$ cat src/sv/dbc_pkg.sv
`default_nettype none
package dbc_pkg;

  localparam int SN_W    = 18;
  localparam int TAG_W   = 16;
  localparam int SIZE_W  = 19;
  localparam int DELAY_W = 10;
  localparam int CFG_W   = 10;
  localparam int CFG_IDX_W = 1;

  localparam logic [SIZE_W-1:0] SIZE_CAP = 19'd262144;

  localparam logic [1:0] FUNC_DISCARD = 2'd0;
  localparam logic [1:0] FUNC_SDU     = 2'd1;
  localparam logic [1:0] FUNC_TICK    = 2'd2;

  localparam logic KIND_DATA    = 1'b0;
  localparam logic KIND_DISCARD = 1'b1;

  localparam logic [CFG_IDX_W-1:0] CFG_BEARER_STOPPED = 1'd0;
  localparam logic [CFG_IDX_W-1:0] CFG_NOTIFY_DELAY   = 1'd1;

  typedef struct packed {
    logic [1:0]       func;
    logic [SN_W-1:0]  pdcp_sn;
    logic [TAG_W-1:0] sdu_tag;
  } in_item_t;

  typedef struct packed {
    logic              message_kind;
    logic [SN_W-1:0]   out_sn;
    logic [TAG_W-1:0]  out_tag;
    logic              has_block;
    logic [SN_W-1:0]   block_start;
    logic [SIZE_W-1:0] run_size;
    logic              last;
  } result_t;

  // one message to stream, minus the run count
  typedef struct packed {
    logic             kind;
    logic [SN_W-1:0]  sn;
    logic [TAG_W-1:0] tag;
  } cmd_t;

  // run store write request, minus the address
  typedef struct packed {
    logic              en;
    logic [SN_W-1:0]   start;
    logic [SIZE_W-1:0] size;
  } run_wr_t;

endpackage
`default_nettype wire

$ cat src/sv/dbc_cmd_fifo.sv
`default_nettype none
module dbc_cmd_fifo import dbc_pkg::*; #(
  parameter int CNT_W = 5
) (
  input  wire logic             clk,
  input  wire logic             rst,
  input  wire logic             push,
  input  wire cmd_t             push_cmd,
  input  wire logic [CNT_W-1:0] push_count,
  input  wire logic             pop,
  output logic                  empty,
  output cmd_t                  head_cmd,
  output logic [CNT_W-1:0]      head_count
);

  cmd_t             cmd_q [2];
  logic [CNT_W-1:0] cnt_q [2];
  logic             wr_ptr;
  logic             rd_ptr;
  logic [1:0]       fill;

  assign empty      = (fill == 2'd0);
  assign head_cmd   = cmd_q[rd_ptr];
  assign head_count = cnt_q[rd_ptr];

  always_ff @(posedge clk) begin
    if (push) begin
      cmd_q[wr_ptr] <= push_cmd;
      cnt_q[wr_ptr] <= push_count;
    end
  end

  always_ff @(posedge clk) begin
    if (rst) begin
      wr_ptr <= 1'b0;
      rd_ptr <= 1'b0;
      fill   <= 2'd0;
    end else begin
      if (push) wr_ptr <= ~wr_ptr;
      if (pop && !empty) rd_ptr <= ~rd_ptr;
      case ({push, pop && !empty})
        2'b10:   fill <= fill + 2'd1;
        2'b01:   fill <= fill - 2'd1;
        default: fill <= fill;
      endcase
    end
  end

endmodule
`default_nettype wire

$ cat src/sv/dbc_front.sv
`default_nettype none
module dbc_front import dbc_pkg::*; #(
  parameter int MAX_BLOCKS = 16,
  parameter int SN_BITS    = 18,
  parameter int CNT_W      = 5,
  parameter int IDX_W      = 4
) (
  input  wire logic                 clk,
  input  wire logic                 rst,
  input  wire logic                 accept,
  input  wire in_item_t             item,
  input  wire logic                 cfg_we,
  input  wire logic [CFG_IDX_W-1:0] cfg_index,
  input  wire logic [CFG_W-1:0]     cfg_data,
  output logic                      push,
  output cmd_t                      push_cmd,
  output logic [CNT_W-1:0]          push_count,
  output run_wr_t                   wr,
  output logic [IDX_W-1:0]          wr_addr
);

  localparam int SN_KEEP = (SN_BITS < SN_W) ? SN_BITS : SN_W;
  localparam logic [SN_W-1:0]  SN_MASK = SN_W'((64'd1 << SN_KEEP) - 64'd1);
  localparam logic [CNT_W-1:0] MAX_CNT = CNT_W'(MAX_BLOCKS);

  logic                stopped;
  logic [DELAY_W-1:0]  delay;
  logic [CNT_W-1:0]    run_count, run_count_next;
  logic                timer_running, timer_running_next;
  logic [DELAY_W-1:0]  timer_left, timer_left_next;
  logic [SN_W-1:0]     last_start, last_start_next;
  logic [SIZE_W-1:0]   last_size, last_size_next;

  logic [SN_W-1:0]     sn_m;
  logic [SIZE_W:0]     run_end;
  logic [DELAY_W-1:0]  left_dec;
  logic [CNT_W-1:0]    count_inc;

  assign sn_m      = item.pdcp_sn & SN_MASK;
  // unwrapped end of the last run
  assign run_end   = {1'b0, 1'b0, last_start} + {1'b0, last_size};
  assign left_dec  = (timer_left != '0) ? timer_left - DELAY_W'(1) : timer_left;
  assign count_inc = run_count + CNT_W'(1);

  always_comb begin
    run_count_next     = run_count;
    timer_running_next = timer_running;
    timer_left_next    = timer_left;
    last_start_next    = last_start;
    last_size_next     = last_size;
    push               = 1'b0;
    push_cmd           = '0;
    push_count         = '0;
    wr                 = '0;
    wr_addr            = run_count[IDX_W-1:0];
    if (accept) begin
      case (item.func)
        FUNC_DISCARD: begin
          if (!stopped) begin
            if (!timer_running) begin
              timer_running_next = 1'b1;
              timer_left_next    = (delay == '0) ? DELAY_W'(1) : delay;
            end
            if (run_count != '0 && run_end == {2'b00, sn_m} && last_size != SIZE_CAP) begin
              last_size_next = last_size + SIZE_W'(1);
              wr.en    = 1'b1;
              wr.start = last_start;
              wr.size  = last_size + SIZE_W'(1);
              wr_addr  = IDX_W'(run_count - CNT_W'(1));
            end else begin
              wr.en           = 1'b1;
              wr.start        = sn_m;
              wr.size         = SIZE_W'(1);
              last_start_next = sn_m;
              last_size_next  = SIZE_W'(1);
              if (count_inc == MAX_CNT) begin
                // store full: flush as a discard-only message
                push               = 1'b1;
                push_cmd.kind      = KIND_DISCARD;
                push_count         = MAX_CNT;
                run_count_next     = '0;
                timer_running_next = 1'b0;
                timer_left_next    = '0;
              end else begin
                run_count_next = count_inc;
              end
            end
          end
        end
        FUNC_SDU: begin
          if (!stopped) begin
            push               = 1'b1;
            push_cmd.kind      = KIND_DATA;
            push_cmd.sn        = sn_m;
            push_cmd.tag       = item.sdu_tag;
            push_count         = run_count;
            run_count_next     = '0;
            timer_running_next = 1'b0;
            timer_left_next    = '0;
          end
        end
        FUNC_TICK: begin
          if (timer_running) begin
            if (left_dec == '0) begin
              push               = (run_count != '0);
              push_cmd.kind      = KIND_DISCARD;
              push_count         = run_count;
              run_count_next     = '0;
              timer_running_next = 1'b0;
              timer_left_next    = '0;
            end else begin
              timer_left_next = left_dec;
            end
          end
        end
        default: begin
        end
      endcase
    end
  end

  always_ff @(posedge clk) begin
    if (rst) begin
      stopped       <= 1'b0;
      delay         <= DELAY_W'(10);
      run_count     <= '0;
      timer_running <= 1'b0;
      timer_left    <= '0;
    end else begin
      run_count     <= run_count_next;
      timer_running <= timer_running_next;
      timer_left    <= timer_left_next;
      if (cfg_we) begin
        case (cfg_index)
          CFG_BEARER_STOPPED: stopped <= cfg_data[0];
          CFG_NOTIFY_DELAY:   delay   <= cfg_data[DELAY_W-1:0];
          default: begin
          end
        endcase
      end
    end
  end

  always_ff @(posedge clk) begin
    last_start <= last_start_next;
    last_size  <= last_size_next;
  end

endmodule
`default_nettype wire

$ cat src/sv/dbc_back.sv
`default_nettype none
module dbc_back import dbc_pkg::*; #(
  parameter int MAX_BLOCKS = 16,
  parameter int CNT_W      = 5,
  parameter int IDX_W      = 4
) (
  input  wire logic             clk,
  input  wire logic             rst,
  input  wire run_wr_t          wr,
  input  wire logic [IDX_W-1:0] wr_addr,
  input  wire logic             cmd_empty,
  input  wire cmd_t             cmd,
  input  wire logic [CNT_W-1:0] cmd_count,
  output logic                  cmd_pop,
  output logic                  active,
  output logic                  result_valid,
  output result_t               result
);

  logic [SN_W-1:0]   mem_start [MAX_BLOCKS];
  logic [SIZE_W-1:0] mem_size  [MAX_BLOCKS];

  logic [IDX_W-1:0]  rd_idx;
  logic [CNT_W-1:0]  cur_count;
  cmd_t              cur_cmd;
  logic [SN_W-1:0]   rd_start;
  logic [SIZE_W-1:0] rd_size;

  logic              out_has;
  logic              out_last;
  cmd_t              out_cmd;
  logic              is_last;

  assign cmd_pop = !active && !cmd_empty;
  assign is_last = (CNT_W'(rd_idx) + CNT_W'(1)) == cur_count;

  always_ff @(posedge clk) begin
    if (wr.en) begin
      mem_start[wr_addr] <= wr.start;
      mem_size[wr_addr]  <= wr.size;
    end
    rd_start <= mem_start[rd_idx];
    rd_size  <= mem_size[rd_idx];
  end

  always_ff @(posedge clk) begin
    if (rst) begin
      active       <= 1'b0;
      result_valid <= 1'b0;
      rd_idx       <= '0;
    end else begin
      result_valid <= 1'b0;
      if (active) begin
        // one run read per cycle, data lands with the strobe
        result_valid <= 1'b1;
        rd_idx       <= rd_idx + IDX_W'(1);
        if (is_last) active <= 1'b0;
      end else if (cmd_pop) begin
        rd_idx <= '0;
        if (cmd_count == '0) begin
          result_valid <= 1'b1;
        end else begin
          active <= 1'b1;
        end
      end
    end
  end

  always_ff @(posedge clk) begin
    if (active) begin
      out_has  <= 1'b1;
      out_last <= is_last;
      out_cmd  <= cur_cmd;
    end else if (cmd_pop) begin
      // popped command is latched; an sdu with no runs is a single beat without a block
      out_has   <= 1'b0;
      out_last  <= 1'b1;
      out_cmd   <= cmd;
      cur_cmd   <= cmd;
      cur_count <= cmd_count;
    end
  end

  always_comb begin
    result.message_kind = out_cmd.kind;
    result.out_sn       = out_cmd.sn;
    result.out_tag      = out_cmd.tag;
    result.has_block    = out_has;
    result.block_start  = out_has ? rd_start : '0;
    result.run_size     = out_has ? rd_size : '0;
    result.last         = out_last;
  end

endmodule
`default_nettype wire

$ cat src/sv/discard_block_coalescer.sv
`default_nettype none
// discard run coalescer
// input channel: an item (func, pdcp_sn, sdu_tag) is taken on a clock edge with
// start high and busy low. discards and ticks are absorbed at that edge and
// update the run store and the backoff timer in the front part.
// an item that emits a message (sdu, store full, timer expiry) queues a command
// to the back part, which streams the message one beat per cycle from the run
// store: result_valid is high for exactly one cycle per beat, last marks the
// final beat. a command is queued at the accepting edge, then popped by the back
// part; its runs are then read out one beat per cycle, or one bare beat if none.
// busy stays high while a message is queued or being read out, so the block
// takes no new item until the last beat is shown; other items leave busy low.
// the receiver cannot stall: every beat is taken in the cycle it is shown.
// configuration (bearer_stopped index 0, notify_delay_ms index 1) is written with
// cfg_we at any edge and is meant to change only while the block is idle.
// synchronous reset clears the run count, the timer and the queue and restores
// bearer_stopped 0 and notify_delay_ms 10; no clearing pass is needed.
module discard_block_coalescer import dbc_pkg::*; #(
  parameter int MAX_BLOCKS = 16,
  parameter int SN_BITS    = 18
) (
  input  wire logic                 clk,
  input  wire logic                 rst,
  input  wire logic                 start,
  output logic                      busy,
  input  wire in_item_t             item,
  input  wire logic                 cfg_we,
  input  wire logic [CFG_IDX_W-1:0] cfg_index,
  input  wire logic [CFG_W-1:0]     cfg_data,
  output logic                      result_valid,
  output result_t                   result
);

  localparam int CNT_W = $clog2(MAX_BLOCKS + 1);
  localparam int IDX_W = $clog2(MAX_BLOCKS);

  logic             accept;
  logic             push;
  cmd_t             push_cmd;
  logic [CNT_W-1:0] push_count;
  run_wr_t          wr;
  logic [IDX_W-1:0] wr_addr;
  logic             cmd_pop;
  logic             cmd_empty;
  cmd_t             head_cmd;
  logic [CNT_W-1:0] head_count;
  logic             back_active;

  assign busy   = !cmd_empty || back_active;
  assign accept = start && !busy;

  dbc_front #(
    .MAX_BLOCKS (MAX_BLOCKS),
    .SN_BITS    (SN_BITS),
    .CNT_W      (CNT_W),
    .IDX_W      (IDX_W)
  ) u_front (
    .clk        (clk),
    .rst        (rst),
    .accept     (accept),
    .item       (item),
    .cfg_we     (cfg_we),
    .cfg_index  (cfg_index),
    .cfg_data   (cfg_data),
    .push       (push),
    .push_cmd   (push_cmd),
    .push_count (push_count),
    .wr         (wr),
    .wr_addr    (wr_addr)
  );

  dbc_cmd_fifo #(
    .CNT_W (CNT_W)
  ) u_fifo (
    .clk        (clk),
    .rst        (rst),
    .push       (push),
    .push_cmd   (push_cmd),
    .push_count (push_count),
    .pop        (cmd_pop),
    .empty      (cmd_empty),
    .head_cmd   (head_cmd),
    .head_count (head_count)
  );

  dbc_back #(
    .MAX_BLOCKS (MAX_BLOCKS),
    .CNT_W      (CNT_W),
    .IDX_W      (IDX_W)
  ) u_back (
    .clk          (clk),
    .rst          (rst),
    .wr           (wr),
    .wr_addr      (wr_addr),
    .cmd_empty    (cmd_empty),
    .cmd          (head_cmd),
    .cmd_count    (head_count),
    .cmd_pop      (cmd_pop),
    .active       (back_active),
    .result_valid (result_valid),
    .result       (result)
  );

endmodule
`default_nettype wire

$ cat config.mk
export PLATFORM = sky130hd
export DESIGN_NAME = discard_block_coalescer
export DESIGN_NICKNAME = d
export VERILOG_FILES = /design/src/sv/dbc_pkg.sv /design/src/sv/dbc_cmd_fifo.sv /design/src/sv/dbc_front.sv /design/src/sv/dbc_back.sv /design/src/sv/discard_block_coalescer.sv
export SDC_FILE = /design/constraint.sdc
export NUM_CORES = 1
export LEC_CHECK = 0
export ABC_AREA = 1
export ABC_CLOCK_PERIOD_IN_PS = 7000
export BUFFER_PORTS_ARGS = -buffer_cell sky130_fd_sc_hd__buf_2
export CORE_MARGIN = 3
export CORE_UTILIZATION = 60
export DETAILED_ROUTE_END_ITERATION = 16
export GPL_TIMING_DRIVEN = 0
export PLACE_DENSITY = 0.75
export SLEW_MARGIN = 10
export SYNTH_ARGS = -nofsm -noshare
export SYNTH_HDL_FRONTEND = slang
export SYNTH_SLANG_ARGS = --single-unit
$ cat constraint.sdc
create_clock -name clk -period 7 [get_ports clk]
set_clock_uncertainty 0.05 [all_clocks]
set_input_delay 1.05 -clock clk [delete_from_list [all_inputs] [get_ports clk]]
set_output_delay 1.05 -clock clk [all_outputs]
set_load 0.005 [all_outputs]
==> metrics.md <==
| Metric | Value |
|---|---|
| Cell count after synthesis | `3053` |
| Synth Area per Inst | `11.6 um2` |
| Post-Place Cells | `3991` |
| Worst-skew pair later-pin latency | `0.64 ns` |
| RSZ-0062 raised after global routing | `no` |
| Yosys top cell area share | `66.6%` |
| Commonest cells after routing, fill and taps aside | `sky130_fd_sc_hd__edfxtp_1 (785), sky130_fd_sc_hd__nand2_1 (639), sky130_fd_sc_hd__nor2_1 (304)` |
| Number of pins exceeding their max-slew limit in the final report | `0` |
| Depth of the worst register-to-register path | `20` |
| H-tree depth | `3` |
| Die extent in x | `249 um` |
| GRT Util Overall | `33.1%` |
| Sequential fraction of the synthesis area | `70.9%` |
| Final cell utilization of the core | `70.1%` |
| Run status | `finished, final reports clean` |
| Number of standard cells in the final layout excluding fillers | `4149` |
| CTS tree | `built` |
| Grt total ovfl | `0` |
| Std-Cell Core Area | `58000 um2` |
| Number of primary I/O pins | `127` |
| Worst hold start | `u_fifo.rd_ptr$_SDFFE_PP0P_` |
| Required time at the worst-slack endpoint | `7.28 ns` |
| Port-buffer cells | `125` |
| WL final | `104 mm` |
| Via count | `25900` |
| Setup slack after layout | `2.09 ns` |
| Leading cell type in the layout, fill and taps excluded | `sky130_fd_sc_hd__edfxtp_1` |
| Static power due to leakage | `15.6 nW` |
| Share of the clock period used by the worst path | `70.2%` |
| Cts bufs inserted | `84` |
| Number of global-route vias before repair | `25900` |
| Largest net degree at the start of global routing | `35` |
| Crit path launch type | `flop` |
| Top fanout value on the critical path | `21` |
| # DRC | `0` |
| Ratio of cells with drive above 1 in the final layout | `10.4%` |
| Worst-case clock buffer depth | `3` |
| Register clock-pin slew on the reported worst setup and hold paths | `0.06 ns` |
| Worst Hold Margin | `0.410 ns` |
| Critical R2R Launch | `u_front.last_size[0]$_SDFFCE_PP1P_` |
| Die Footprint | `61900 um2` |
| Routed length per placed instance | `25.1 um` |
| Synthesis Warnings | `0` |
| First-pass GRT wire length | `155 mm` |
| Setup-failing EPs final | `0` |
| Initial Utilization | `61.0%` |
| Highest Clock Rate | `203 MHz` |
| # rows | `88` |
| Post-DRT Antenna Nets | `0` |
| Worst hold path stage count | `1` |
| Slew of the pin with the lowest slew margin | `1.32 ns` |
| DIE HEIGHT | `249 um` |
| Post-detailed-placement half-perimeter wirelength | `70.2 mm` |
| Synthesis-stage register bit count | `861` |
| Clock Sink Count | `861` |
| Time the worst path needs with I/O delays and setup | `4.91 ns` |
| Number of search-and-repair iterations in the first detailed-routing pass | `5` |
| Overall power | `13.6 mW` |
| Crit path capture type | `flop` |
| Worst voltage drop across the vdd grid | `0.348 mV` |
| Final Wtd Congestion | `0.918` |
| Arrival time at the worst endpoint | `5.19 ns` |
| Critical Setup Path Class | `reg -> reg` |
| Largest cells by area after synthesis | `sky130_fd_sc_hd__edfxtp_1 (67%), sky130_fd_sc_hd__nand2_1 (6.8%), sky130_fd_sc_hd__dfxtp_1 (4.3%)` |
| Path class of the lowest-slack min-delay path | `reg -> reg` |
| Final Hold Violating Endpoints | `0` |
| Slew HR | `11.7%` |
| Post-place setup slack | `2.17 ns` |
| Reported max-cap violation count | `0` |
| Number of nets in the synthesized netlist | `3135` |
| Number of setup buffers added after CTS | `0` |
| Power density of the placed cells | `335 nW/um2` |
| Area grow syn2layout | `15.0%` |
| Synth cell types | `46` |
| Top cell type by total area after synthesis | `sky130_fd_sc_hd__edfxtp_1` |
| Detailed Route Iter0 Violations | `3049` |
| Post-CTS Hold Fix Bufs | `0` |
| Startpoint of the most critical setup path | `u_front.last_size[0]$_SDFFCE_PP1P_` |
| Per-cell via count in the routed design | `6.25` |
| Final nets | `3394` |
| Initial antenna violation count | `4` |
| Gates resized, CTS repair | `0` |
| Mapped cell area | `35400 um2` |
| Root buf cell | `sky130_fd_sc_hd__clkbuf_16` |
-- synth_stat cells, drive strengths merged --
master,instances
and3,2
or2,3
nand2,650
nor4,8
and2,1
o211ai,2
o21ai,267
nand2b,1
a221oi,51
a21boi,1
buf,22
nand4,32
and3b,1
a21o,1
nor3,41
o41ai,1
o21a,1
o221ai,22
nand3,120
a21oi,141
edfxtp,785
inv,187
clkbuf,136
ha,30
nand3b,4
xor2,25
dfxtp,76
xnor2,7
a311oi,1
o22ai,54
nor2,328
a31oi,47
fa,1
clkinv,2
a211oi,2
-- layer usage --
metal	routed length, um	vias up	track usage, %
li1	-	11400	-
met1	36600	12400	41.4
met2	50200	1726	55.4
met3	11900	383	7.18
met4	5550	2	16.2
met5	13	-	0
-- worst max-delay path, stage by stage, from the launching register on --
cell and delay (ns):
sky130_fd_sc_hd__edfxtp_1 0.45, sky130_fd_sc_hd__ha_1 0.29, sky130_fd_sc_hd__fa_1 0.44, sky130_fd_sc_hd__nand2_1 0.14, sky130_fd_sc_hd__nand2_2 0.09, sky130_fd_sc_hd__nand3_2 0.10, sky130_fd_sc_hd__nand2_2 0.11, sky130_fd_sc_hd__nand2_1 0.11
sky130_fd_sc_hd__nand2_1 0.07, sky130_fd_sc_hd__nand2_1 0.08, sky130_fd_sc_hd__nand2_1 0.08, sky130_fd_sc_hd__nand2_1 0.06, sky130_fd_sc_hd__nand2_1 0.06, sky130_fd_sc_hd__nor2_1 0.10, sky130_fd_sc_hd__nand2_1 0.15, sky130_fd_sc_hd__nor3_4 0.44
sky130_fd_sc_hd__nand4_1 0.18, sky130_fd_sc_hd__nand2_1 0.17, sky130_fd_sc_hd__nand3_1 0.33, sky130_fd_sc_hd__nor2_4 0.81, sky130_fd_sc_hd__buf_12 0.28
-- cell type report --
cell class	instances	area, um2
repair buffers	173	1430
flip-flops and latches	861	25100
diodes	3	7.51
clock buffers	112	2330
plain buffers	158	617
well taps	765	957
inverters	189	709
clock inverters	43	378
fillers	3989	17300
multi-input cells	1845	9160
-- logic make-up after synthesis --
kind of cell             after synthesis  share of synthesized area [%]
AO/OA/AOI/OAI                        591                           9.58
XOR/XNOR                              32                          0.792
adder cells (fa/ha/maj)               31                           1.12
buffers and inverters                347                           3.75
flip-flops                           861                           70.9
AND/OR/NAND/NOR                     1191                           13.8
-- sequential cells by signal, summed over array words and instances (netlist names), 2 cells and up, named ones only --
name and count:
u_back.cur_count 5, u_back.mem_size 304, u_front.delay 10, u_back.rd_start 18, u_back.result 35, u_back.mem_start 288
u_front.last_start 18, u_front.last_size 19, u_back.rd_size 19, u_fifo.fill 2, u_back.cur_cmd 35, u_back.rd_idx 4
u_fifo.cnt_q 10, u_fifo.cmd_q 70, u_front.run_count 5, u_front.timer_left 10
-- through the flow --
step,area (um2),setup TNS [ns]
floorplan,35400,0
global placement,37000,-574.55
detailed placement,38000,0
CTS,40700,0
global route,40700,0
finish,40700,0
-- power by group --
part | leakage, nW | total, mW | internal (mW) | switching, mW
combinational | 5.94 | 2.87 | 0.789 | 2.08
sequential | 8.31 | 6.29 | 6.12 | 0.170
clock | 1.31 | 4.45 | 2.57 | 1.89
total | 15.6 | 13.6 | 9.47 | 4.14
-- path summary, 6_finish.rpt --
kind / to / slack (ns)
max: u_back.mem_start[13][13]$_DFFE_PP_ / 2.09
min: u_fifo.rd_ptr$_SDFFE_PP0P_ / 0.41
max reg2reg: u_back.mem_start[13][13]$_DFFE_PP_ / 2.09
min reg2reg: u_fifo.rd_ptr$_SDFFE_PP0P_ / 0.41
Note: power is estimated with default switching activity, not from simulation.
